### src/crc16_frame_deframer_top_defines.svh
// assertion macros for the crc16 frame deframer
// used at the end of the top level, needs a clk and rst in scope
`ifndef CRC16_FRAME_DEFRAMER_TOP_DEFINES_SVH
`define CRC16_FRAME_DEFRAMER_TOP_DEFINES_SVH

// same-cycle implication
`define CRCFD_ASSERT_NOW(label, ante, cons, msg) \
  label: assert property (@(posedge clk) disable iff (rst) (ante) |-> (cons)) \
    else $error(msg);

// next-cycle implication
`define CRCFD_ASSERT_NEXT(label, ante, cons, msg) \
  label: assert property (@(posedge clk) disable iff (rst) (ante) |=> (cons)) \
    else $error(msg);

`endif

### src/crcfd_pkg.sv
// shared types, constants and the crc byte update for the frame deframer
// no dependencies
package crcfd_pkg;

  localparam int MAX_PAYLOAD    = 64;
  localparam int FRAME_OVERHEAD = 10;
  localparam int WINDOW_DEPTH   = FRAME_OVERHEAD + MAX_PAYLOAD;
  localparam int MEM_AW         = 7;
  localparam int MEM_DEPTH      = 1 << MEM_AW;
  localparam int LEN_W          = 7;
  localparam int QUEUE_AW       = 2;
  localparam int QUEUE_DEPTH    = 1 << QUEUE_AW;

  localparam logic [7:0]  SOF_BYTE0 = 8'hA5;
  localparam logic [7:0]  SOF_BYTE1 = 8'h5A;
  localparam logic [15:0] CRC_POLY  = 16'h1021;
  localparam logic [15:0] CRC_INIT  = 16'hFFFF;
  localparam logic [7:0]  VERSION_RESET = 8'h01;

  // offsets inside a frame
  localparam logic [MEM_AW-1:0] OFS_VERSION = MEM_AW'(2);
  localparam logic [MEM_AW-1:0] OFS_PAYLOAD = MEM_AW'(8);
  localparam logic [MEM_AW-1:0] OFS_LAST_HDR = MEM_AW'(7);
  localparam logic [MEM_AW-1:0] OVERHEAD_W  = MEM_AW'(FRAME_OVERHEAD);
  localparam logic [MEM_AW-1:0] DEPTH_W     = MEM_AW'(WINDOW_DEPTH);
  localparam logic [LEN_W-1:0]  MAX_LEN_W   = LEN_W'(MAX_PAYLOAD);

  typedef struct packed {
    logic [15:0]      seq;
    logic [7:0]       ftype;
    logic [LEN_W-1:0] len;
    logic [7:0]       data;
    logic             has_data;
    logic             last;
  } result_t;

  typedef struct packed {
    logic              busy;
    logic [MEM_AW-1:0] fill;
  } front_status_t;

  typedef enum logic [3:0] {
    S_IDLE,
    S_CHECK,
    S_HDR_RD,
    S_HDR_DAT,
    S_EVAL,
    S_CRC_RD,
    S_CRC_DAT,
    S_CMP,
    S_EMIT_RD,
    S_EMIT_DAT
  } scan_state_t;

  // msb-first ccitt update over one byte
  function automatic logic [15:0] crc_byte(input logic [15:0] crc_in, input logic [7:0] din);
    logic [15:0] c;
    c = crc_in ^ {din, 8'h00};
    for (int b = 0; b < 8; b++) begin
      c = c[15] ? ((c << 1) ^ CRC_POLY) : (c << 1);
    end
    return c;
  endfunction

endpackage

### src/crc16_frame_deframer_top.sv
// after each accepted byte the scanner checks the fill; in_stall holds input while it is not idle
// once ten bytes wait it runs a header scan, a crc pass over the frame bytes and then emission
// of one result per payload byte (one for an empty payload), all through the one memory read port
// rescans after a bad candidate repeat the header scan, one dropped byte each
// reset (rst, synchronous) empties window and queue and sets the version to 1
// no clearing pass: only written window bytes are ever read
module crc16_frame_deframer_top (
  input  logic        clk,
  input  logic        rst,
  input  logic        in_valid,
  output logic        in_stall,
  input  logic [7:0]  in_byte,
  input  logic        cfg_write_en,
  input  logic [7:0]  cfg_write_data,
  output logic        out_valid,
  input  logic        out_stall,
  output logic [15:0] frame_seq,
  output logic [7:0]  frame_type,
  output logic [crcfd_pkg::LEN_W-1:0] payload_length,
  output logic [7:0]  data_byte,
  output logic        has_data,
  output logic        last_of_frame
);
  import crcfd_pkg::*;
  `include "crc16_frame_deframer_top_defines.svh"

  result_t       push_data, pop_data;
  logic          q_push, q_pop, q_full, q_empty;
  front_status_t status;

  crcfd_front u_front (
    .clk, .rst, .in_valid, .in_stall, .in_byte,
    .cfg_write_en, .cfg_write_data,
    .q_full, .q_push, .q_data(push_data), .status
  );

  crcfd_queue u_queue (
    .clk, .rst, .push(q_push), .push_data, .pop(q_pop),
    .pop_data, .full(q_full), .empty(q_empty)
  );

  crcfd_back u_back (
    .clk, .rst, .q_empty, .q_data(pop_data), .q_pop,
    .out_valid, .out_stall, .frame_seq, .frame_type, .payload_length,
    .data_byte, .has_data, .last_of_frame
  );

  `CRCFD_ASSERT_NOW(a_no_overflow, q_push, !q_full, "push into full queue")
  `CRCFD_ASSERT_NOW(a_no_underflow, q_pop, !q_empty, "pop from empty queue")
  `CRCFD_ASSERT_NOW(a_push_busy, q_push, status.busy, "result pushed while scanner idle")
  `CRCFD_ASSERT_NOW(a_fill_bound, 1'b1, status.fill <= DEPTH_W, "window over capacity")

endmodule

### src/crcfd_front.sv
// front: byte window memory, frame scanner with serial crc check
// depends on crcfd_pkg
module crcfd_front (
  input  logic                   clk,
  input  logic                   rst,
  input  logic                   in_valid,
  output logic                   in_stall,
  input  logic [7:0]             in_byte,
  input  logic                   cfg_write_en,
  input  logic [7:0]             cfg_write_data,
  input  logic                   q_full,
  output logic                   q_push,
  output crcfd_pkg::result_t     q_data,
  output crcfd_pkg::front_status_t status
);
  import crcfd_pkg::*;

  scan_state_t state, state_next;

  logic [7:0]        mem [MEM_DEPTH];
  logic [7:0]        rd_data;
  logic [MEM_AW-1:0] head, head_next;
  logic [MEM_AW-1:0] fill, fill_next;
  logic [MEM_AW-1:0] idx, idx_next;
  logic [7:0]        hdr [8];
  logic [15:0]       crc, crc_next;
  logic [7:0]        rx_lo, rx_hi;
  logic [7:0]        expected_version;

  logic              accept;
  logic              hdr_bad;
  logic [LEN_W-1:0]  len;
  logic [MEM_AW-1:0] total;
  logic [MEM_AW-1:0] crc_end;
  logic [MEM_AW-1:0] last_data;

  assign accept    = in_valid && !in_stall;
  assign len       = hdr[3][LEN_W-1:0];
  assign total     = OVERHEAD_W + MEM_AW'(len);
  assign crc_end   = OFS_PAYLOAD + MEM_AW'(len);
  assign last_data = OFS_LAST_HDR + MEM_AW'(len);
  assign hdr_bad   = (hdr[0] != SOF_BYTE0) || (hdr[1] != SOF_BYTE1) ||
                     (hdr[2] != expected_version) || (hdr[4] != 8'h00) ||
                     (hdr[3] > {1'b0, MAX_LEN_W});

  always_ff @(posedge clk) begin
    if (accept) begin
      mem[head + fill] <= in_byte;
    end
    rd_data <= mem[head + idx];
  end

  always_ff @(posedge clk) begin
    if (rst) begin
      expected_version <= VERSION_RESET;
    end else if (cfg_write_en) begin
      expected_version <= cfg_write_data;
    end
  end

  // next state
  always_comb begin
    state_next = state;
    unique case (state)
      S_IDLE:    if (accept) state_next = S_CHECK;
      S_CHECK:   state_next = (fill < OVERHEAD_W) ? S_IDLE : S_HDR_RD;
      S_HDR_RD:  state_next = S_HDR_DAT;
      S_HDR_DAT: state_next = (idx == OFS_LAST_HDR) ? S_EVAL : S_HDR_RD;
      S_EVAL: begin
        if (hdr_bad) state_next = S_CHECK;
        else if (fill < total) state_next = S_IDLE;
        else state_next = S_CRC_RD;
      end
      S_CRC_RD:  state_next = S_CRC_DAT;
      S_CRC_DAT: state_next = (idx == crc_end + MEM_AW'(1)) ? S_CMP : S_CRC_RD;
      S_CMP:     state_next = (crc == {rx_hi, rx_lo}) ? S_EMIT_RD : S_CHECK;
      S_EMIT_RD: state_next = S_EMIT_DAT;
      S_EMIT_DAT: begin
        if (!q_full) begin
          state_next = ((len == '0) || (idx == last_data)) ? S_IDLE : S_EMIT_RD;
        end
      end
      default:   state_next = S_IDLE;
    endcase
  end

  // datapath and outputs
  always_comb begin
    head_next = head;
    fill_next = fill;
    idx_next  = idx;
    crc_next  = crc;
    in_stall  = (state != S_IDLE);
    q_push    = 1'b0;
    q_data.seq      = {hdr[6], hdr[5]};
    q_data.ftype    = hdr[7];
    q_data.len      = len;
    q_data.data     = (len == '0) ? 8'h00 : rd_data;
    q_data.has_data = (len != '0);
    q_data.last     = (len == '0) || (idx == last_data);
    unique case (state)
      S_IDLE: begin
        if (accept) begin
          if (fill == DEPTH_W) begin
            head_next = head + MEM_AW'(1);
          end else begin
            fill_next = fill + MEM_AW'(1);
          end
        end
      end
      S_CHECK: idx_next = '0;
      S_HDR_DAT: idx_next = idx + MEM_AW'(1);
      S_EVAL: begin
        if (hdr_bad) begin
          head_next = head + MEM_AW'(1);
          fill_next = fill - MEM_AW'(1);
        end else begin
          idx_next = OFS_VERSION;
          crc_next = CRC_INIT;
        end
      end
      S_CRC_DAT: begin
        idx_next = idx + MEM_AW'(1);
        if (idx < crc_end) crc_next = crc_byte(crc, rd_data);
      end
      S_CMP: begin
        idx_next = OFS_PAYLOAD;
        if (crc != {rx_hi, rx_lo}) begin
          head_next = head + MEM_AW'(1);
          fill_next = fill - MEM_AW'(1);
        end
      end
      S_EMIT_DAT: begin
        if (!q_full) begin
          q_push   = 1'b1;
          idx_next = idx + MEM_AW'(1);
          if ((len == '0) || (idx == last_data)) begin
            head_next = head + total;
            fill_next = fill - total;
          end
        end
      end
      default: ;
    endcase
  end

  always_ff @(posedge clk) begin
    if (rst) begin
      state <= S_IDLE;
      head  <= '0;
      fill  <= '0;
    end else begin
      state <= state_next;
      head  <= head_next;
      fill  <= fill_next;
    end
  end

  always_ff @(posedge clk) begin
    idx <= idx_next;
    crc <= crc_next;
    if (state == S_HDR_DAT) hdr[idx[2:0]] <= rd_data;
    if (state == S_CRC_DAT && idx == crc_end) rx_lo <= rd_data;
    if (state == S_CRC_DAT && idx == crc_end + MEM_AW'(1)) rx_hi <= rd_data;
  end

  assign status.busy = (state != S_IDLE);
  assign status.fill = fill;

endmodule

### src/crcfd_queue.sv
// short result queue between scanner and output stage
// depends on crcfd_pkg
module crcfd_queue (
  input  logic               clk,
  input  logic               rst,
  input  logic               push,
  input  crcfd_pkg::result_t push_data,
  input  logic               pop,
  output crcfd_pkg::result_t pop_data,
  output logic               full,
  output logic               empty
);
  import crcfd_pkg::*;

  result_t               slots [QUEUE_DEPTH];
  logic [QUEUE_AW-1:0]   wr_ptr, rd_ptr;
  logic [QUEUE_AW:0]     count;

  assign full     = (count == (QUEUE_AW+1)'(QUEUE_DEPTH));
  assign empty    = (count == '0);
  assign pop_data = slots[rd_ptr];

  always_ff @(posedge clk) begin
    if (push && !full) slots[wr_ptr] <= push_data;
  end

  always_ff @(posedge clk) begin
    if (rst) begin
      wr_ptr <= '0;
      rd_ptr <= '0;
      count  <= '0;
    end else begin
      if (push && !full) wr_ptr <= wr_ptr + QUEUE_AW'(1);
      if (pop && !empty) rd_ptr <= rd_ptr + QUEUE_AW'(1);
      count <= count + (QUEUE_AW+1)'(push && !full) - (QUEUE_AW+1)'(pop && !empty);
    end
  end

endmodule

### src/crcfd_back.sv
// back: output register that drains the result queue
// depends on crcfd_pkg
module crcfd_back (
  input  logic               clk,
  input  logic               rst,
  input  logic               q_empty,
  input  crcfd_pkg::result_t q_data,
  output logic               q_pop,
  output logic               out_valid,
  input  logic               out_stall,
  output logic [15:0]        frame_seq,
  output logic [7:0]         frame_type,
  output logic [crcfd_pkg::LEN_W-1:0] payload_length,
  output logic [7:0]         data_byte,
  output logic               has_data,
  output logic               last_of_frame
);
  import crcfd_pkg::*;

  result_t held;

  assign q_pop = !q_empty && (!out_valid || !out_stall);

  always_ff @(posedge clk) begin
    if (rst) begin
      out_valid <= 1'b0;
    end else begin
      out_valid <= q_pop || (out_valid && out_stall);
    end
  end

  always_ff @(posedge clk) begin
    if (q_pop) held <= q_data;
  end

  assign frame_seq      = held.seq;
  assign frame_type     = held.ftype;
  assign payload_length = held.len;
  assign data_byte      = held.data;
  assign has_data       = held.has_data;
  assign last_of_frame  = held.last;

endmodule
### config.mk
export PLATFORM = sky130hd
export DESIGN_NAME = crc16_frame_deframer_top
export DESIGN_NICKNAME = d
export VERILOG_FILES = /design/src/crcfd_pkg.sv /design/src/crc16_frame_deframer_top.sv /design/src/crcfd_front.sv /design/src/crcfd_queue.sv /design/src/crcfd_back.sv
export VERILOG_INCLUDE_DIRS = /design/src /design/src/src
export SDC_FILE = /design/constraint.sdc
export NUM_CORES = 1
export LEC_CHECK = 0
export BUFFER_PORTS_ARGS = -buffer_cell sky130_fd_sc_hd__buf_2
export CAP_MARGIN = 5
export CORE_MARGIN = 5
export CORE_UTILIZATION = 60
export CTS_CLUSTER_DIAMETER = 120
export DETAILED_ROUTE_END_ITERATION = 16
export GPL_TIMING_DRIVEN = 0
export PLACE_DENSITY = 0.8
export SLEW_MARGIN = 25
export SYNTH_ARGS = -nofsm -noshare
export SYNTH_HDL_FRONTEND = slang
export SYNTH_SLANG_ARGS = --single-unit
### constraint.sdc
create_clock -name clk -period 12 [get_ports clk]
set_clock_uncertainty 0.05 [all_clocks]
set_input_delay 1.8 -clock clk [delete_from_list [all_inputs] [get_ports clk]]
set_output_delay 1.8 -clock clk [all_outputs]
set_load 0.01 [all_outputs]
==> key figures <==
Cells and area
  • Multi-input logic area: 13,300 µm²
  • P&R area growth vs syn: 11.8%
  • Register area: ~40,000 µm²
  • Layout fillers: approximately 5,600
  • Design area: between 60,000 and 70,000 µm²
  • Share of cells above drive strength 1: a little over a fifth
  • Post-route insts no fill: 4,295
  • Fin nets: 3,088
  • Final core occ: 67.2%

Setup path
  • CP Cell Sequence: ha_1, fa_1, buf_2, buf_2, buf_1, mux4_2, mux2i_1, a22oi_1, a21oi_1, nor4_1
  • Worst Setup End Kind: flip-flop
  • R2R Setup Slk: around 6.7 ns
  • R2r startpoint: u_front.idx[0]
  • Critical Path RT: 12.49 ns
  • Crit Path Class: flip-flop to flip-flop
  • Reg2Reg Depth: 10
  • Critical-path top delay cell: nor4_1
  • CP Buf/Inv Count: 3
  • Worst reg2reg endpoint: u_front.rd_data[7]
  • CP most frequent cell: buf_2
  • Max incr delay on CP: 0.78 ns
  • Crit path launch type: flip-flop
  • Crit path max-delay family: buffers and inverters
  • Worst EP arrival: 5.78 ns
  • CP max FO: 10

STA
  • Setup-failing EPs final: 0
  • Setup TNS: 0 ns
  • Minimum clock period: 5.29 ns
  • Worst hold slack: 0.446 ns
  • Slew margin rel.: between 20% and 30%
  • Worst Max-Slew Pin Slew: ~1.1 ns
  • RSZ-0062 raised after global routing: false
  • Final worst setup slack: ~6.7 ns
  • Max Freq: ~190 MHz
  • Slew Limit Fails: 0
  • Final Hold Fails: 0
  • Final period utilization: 44.1%

Power and ir drop
  • Switch share: approximately 22%
  • Pwr per Cell Area: between 150 and 200 nW/µm²
  • Total chip power: roughly 10 mW
  • Flop pwr share: roughly 53%
  • Pint: 7.83 mW
  • VDD IR-drop max: roughly 170 µV
  • Leakage power: 19.8 nW
  • Clock Power Share: 41.0%
  • Sw Pwr: 2.22 mW
  • Combinational cell fraction of total power: under 10%

Floorplanning
  • Die X: 312 µm
  • Starting density of the core: about three fifths
  • Cell row count: 111
  • Die Y: 312 µm
  • I/O pin cnt: 64
  • Core area: 91,200 µm²
  • Die area: 97,600 µm²

Detailed routing
  • Iter 0 DRT Violations: 4,109
  • WL final: between 100 and 150 mm
  • DRT antenna net count: 0
  • Residual DRC: 0
  • DRT Pass-1 Iters: 7
  • Vias per inst: 6.69
  • Vias: 28,746
  • Drt wl/cell: about 32 µm

Synthesis
  • FF+latch count, synth: 1,374
  • Yosys top cell area share: ~73%
  • Syn_area_per_cell: 19.6 µm²
  • Synth unique cells: between 70 and 80
  • Post-synthesis sequential area ratio: 74.4%
  • Leading area contributor after synthesis: edfxtp_1
  • Post-Syn Area: around 55,000 µm²
  • Post-synth ARST share: 0%
  • Synth top area cells: edfxtp_1 (73%), mux4_2 (12%), mux2i_1 (2.0%)
  • Syn_nets: 2,877
  • Post-synth EDFFs: 1,332
  • Mapped Cells: about 2,800
  • Synth Flop Type: edfxtp_1
  • Yosys warning count: 0

Clocking
  • Total CTS buffers: 135
  • TritonCTS clock tree: done
  • Root Driver: clkbuf_16
  • Clock transition at path regs: 0.06 ns
  • Post-CTS sizing: 0
  • H-tree depth: 4
  • Clock latency on the worst-skew pair: between 0.7 and 0.8 ns
  • Post-CTS Hold Fix Bufs: 0
  • Setup Buffers After CTS: 0
  • CTS sink count: 1,374
  • Clock Path Buffers: 3

Place
  • Area after DPL: 57,000 µm²
  • Pre-CTS setup slack: 7.02 ns
  • Routability cong.: 1.04
  • I/O Buffers: 62
  • HPWL Detailed: about 90 mm
  • DP Cell Count: 4,057

Global routing
  • Gr busiest metal: met2
  • Number of global-route vias before repair: 29,531
  • Pin count of the biggest net entering global routing: 105
  • GR Util met1: 36.4%
  • First-pass GRT wire length: 199 mm
  • GRT Util Overall: 28.0%
  • Grt ovf: 0
  • Met2 usage: 46.4%
  • Initial antenna violation count: 1
  • Routing usage on met3: under 10%

Worst hold path
  • HP Class: flip-flop to flip-flop
  • Worst hold endpoint: u_queue.slots[0][30]
  • Hold Path Cell Cnt: 0
  • Hold_sp: u_front.hdr[5][5]

Outcome
  • Status: completed

Job
  • Max-Cap Viols: 0
-- cell usage after synthesis, drive strengths merged, types with 48 or more instances --
cell type,number
nand2,97
edfxtp,1332
mux4,297
buf,76
a22oi,48
clkbuf,57
xnor2,55
a21oi,64
xor2,55
nor2,193
ha,53
mux2i,112
-- power by group through the flow --
stage / clock (mW) / combinational, mW / sequential (mW)
final: 4.12 / 0.597 / 5.33
after CTS: 4.15 / 0.585 / 5.33
after detailed placement: 0 / 0.577 / 5.43
after global routing: 4.38 / 0.621 / 5.33
after global placement: 0 / 0.549 / 5.44
after floorplan: 0 / 0.337 / 5.41
-- state kept, by name, indices dropped and copies added (netlist names), 2 cells and up --
signal                    cells
u_front.state                 4
u_front.mem                1024
u_back.data_byte              8
u_front.fill                  7
u_front.expected_version      8
u_back.frame_seq             16
u_front.head                  7
u_front.rx_hi                 8
u_queue.wr_ptr                2
u_queue.count                 3
u_back.frame_type             8
u_front.rd_data               8
u_front.idx                   7
u_back.payload_length         7
u_front.hdr                  64
u_queue.slots               164
u_queue.rd_ptr                2
u_front.crc                  16
u_front.rx_lo                 8
-- cells by family after synthesis --
kind of cell | count (synthesis) | synth area share [%]
xor gates and xnor gates | 110 | 1.77
adders and majority gates | 59 | 1.43
DFF | 1374 | 74.4
and+or+nand+nor | 453 | 3.92
buffers and inverters | 163 | 1.43
AOI/OAI and AO/OA | 229 | 2.82
muxes | 409 | 14.2
-- worst max-delay path by stage --
| stage | slack, ns | depth (start not counted) | to | startpoint |
|---|---|---|---|---|
| 3_3_place_gp | 5.00 | 10 | u_queue.count[2] | out_stall |
| 6_report | 6.71 | 10 | u_front.rd_data[7] | u_front.idx[0] |
| 4_1_cts | 6.96 | 10 | u_front.rd_data[7] | u_front.idx[0] |
| 3_5_place_dp | 7.02 | 10 | u_front.rd_data[7] | u_front.idx[0] |
| 5_1_grt | 6.77 | 10 | u_front.rd_data[0] | u_front.idx[0] |
| 2_1_floorplan | 6.44 | 9 | u_queue.count[2] | out_stall |
-- final cells by class --
cell class | instances | area share (%)
Multi-Input combinational cell | 1260 | 21.7
Sequential cell | 1374 | 66.6
Timing Repair Buffer | 74 | 1.02
Clock inverter | 73 | 1.28
Inverter | 30 | 0.184
Antenna cell | 2 | 0.00816
Tap cell | 1186 | 2.42
Clock buffer | 163 | 5.69
Buffer | 133 | 1.10
-- layer usage --
layer	part of all wire, %	up-vias
met4	5.2	0
met5	0	-
met1	35	14755
met3	9.8	372
li1	-	11795
met2	50	1824
-- cell usage in the layout (no fill, tap or decap), types with 18 or more instances in the layout --
cell | synthesis | layout
inv_1 | 30 | 30
edfxtp_1 | 1332 | 1332
clkinv_1 | 0 | 23
xnor2_1 | 55 | 55
nand2_1 | 97 | 97
ha_1 | 53 | 53
clkinv_2 | 0 | 18
a21oi_1 | 63 | 62
nor2_1 | 192 | 192
o21ai_0 | 29 | 29
nand3_1 | 27 | 27
xor2_1 | 54 | 54
clkbuf_1 | 56 | 82
buf_2 | 35 | 91
dfxtp_1 | 42 | 42
clkbuf_16 | 0 | 135
mux4_2 | 297 | 297
nor4_1 | 20 | 19
buf_4 | 22 | 24
mux2i_1 | 112 | 112
a22oi_1 | 48 | 48
and3_1 | 27 | 23
Note: power is estimated with default switching activity, not from simulation.
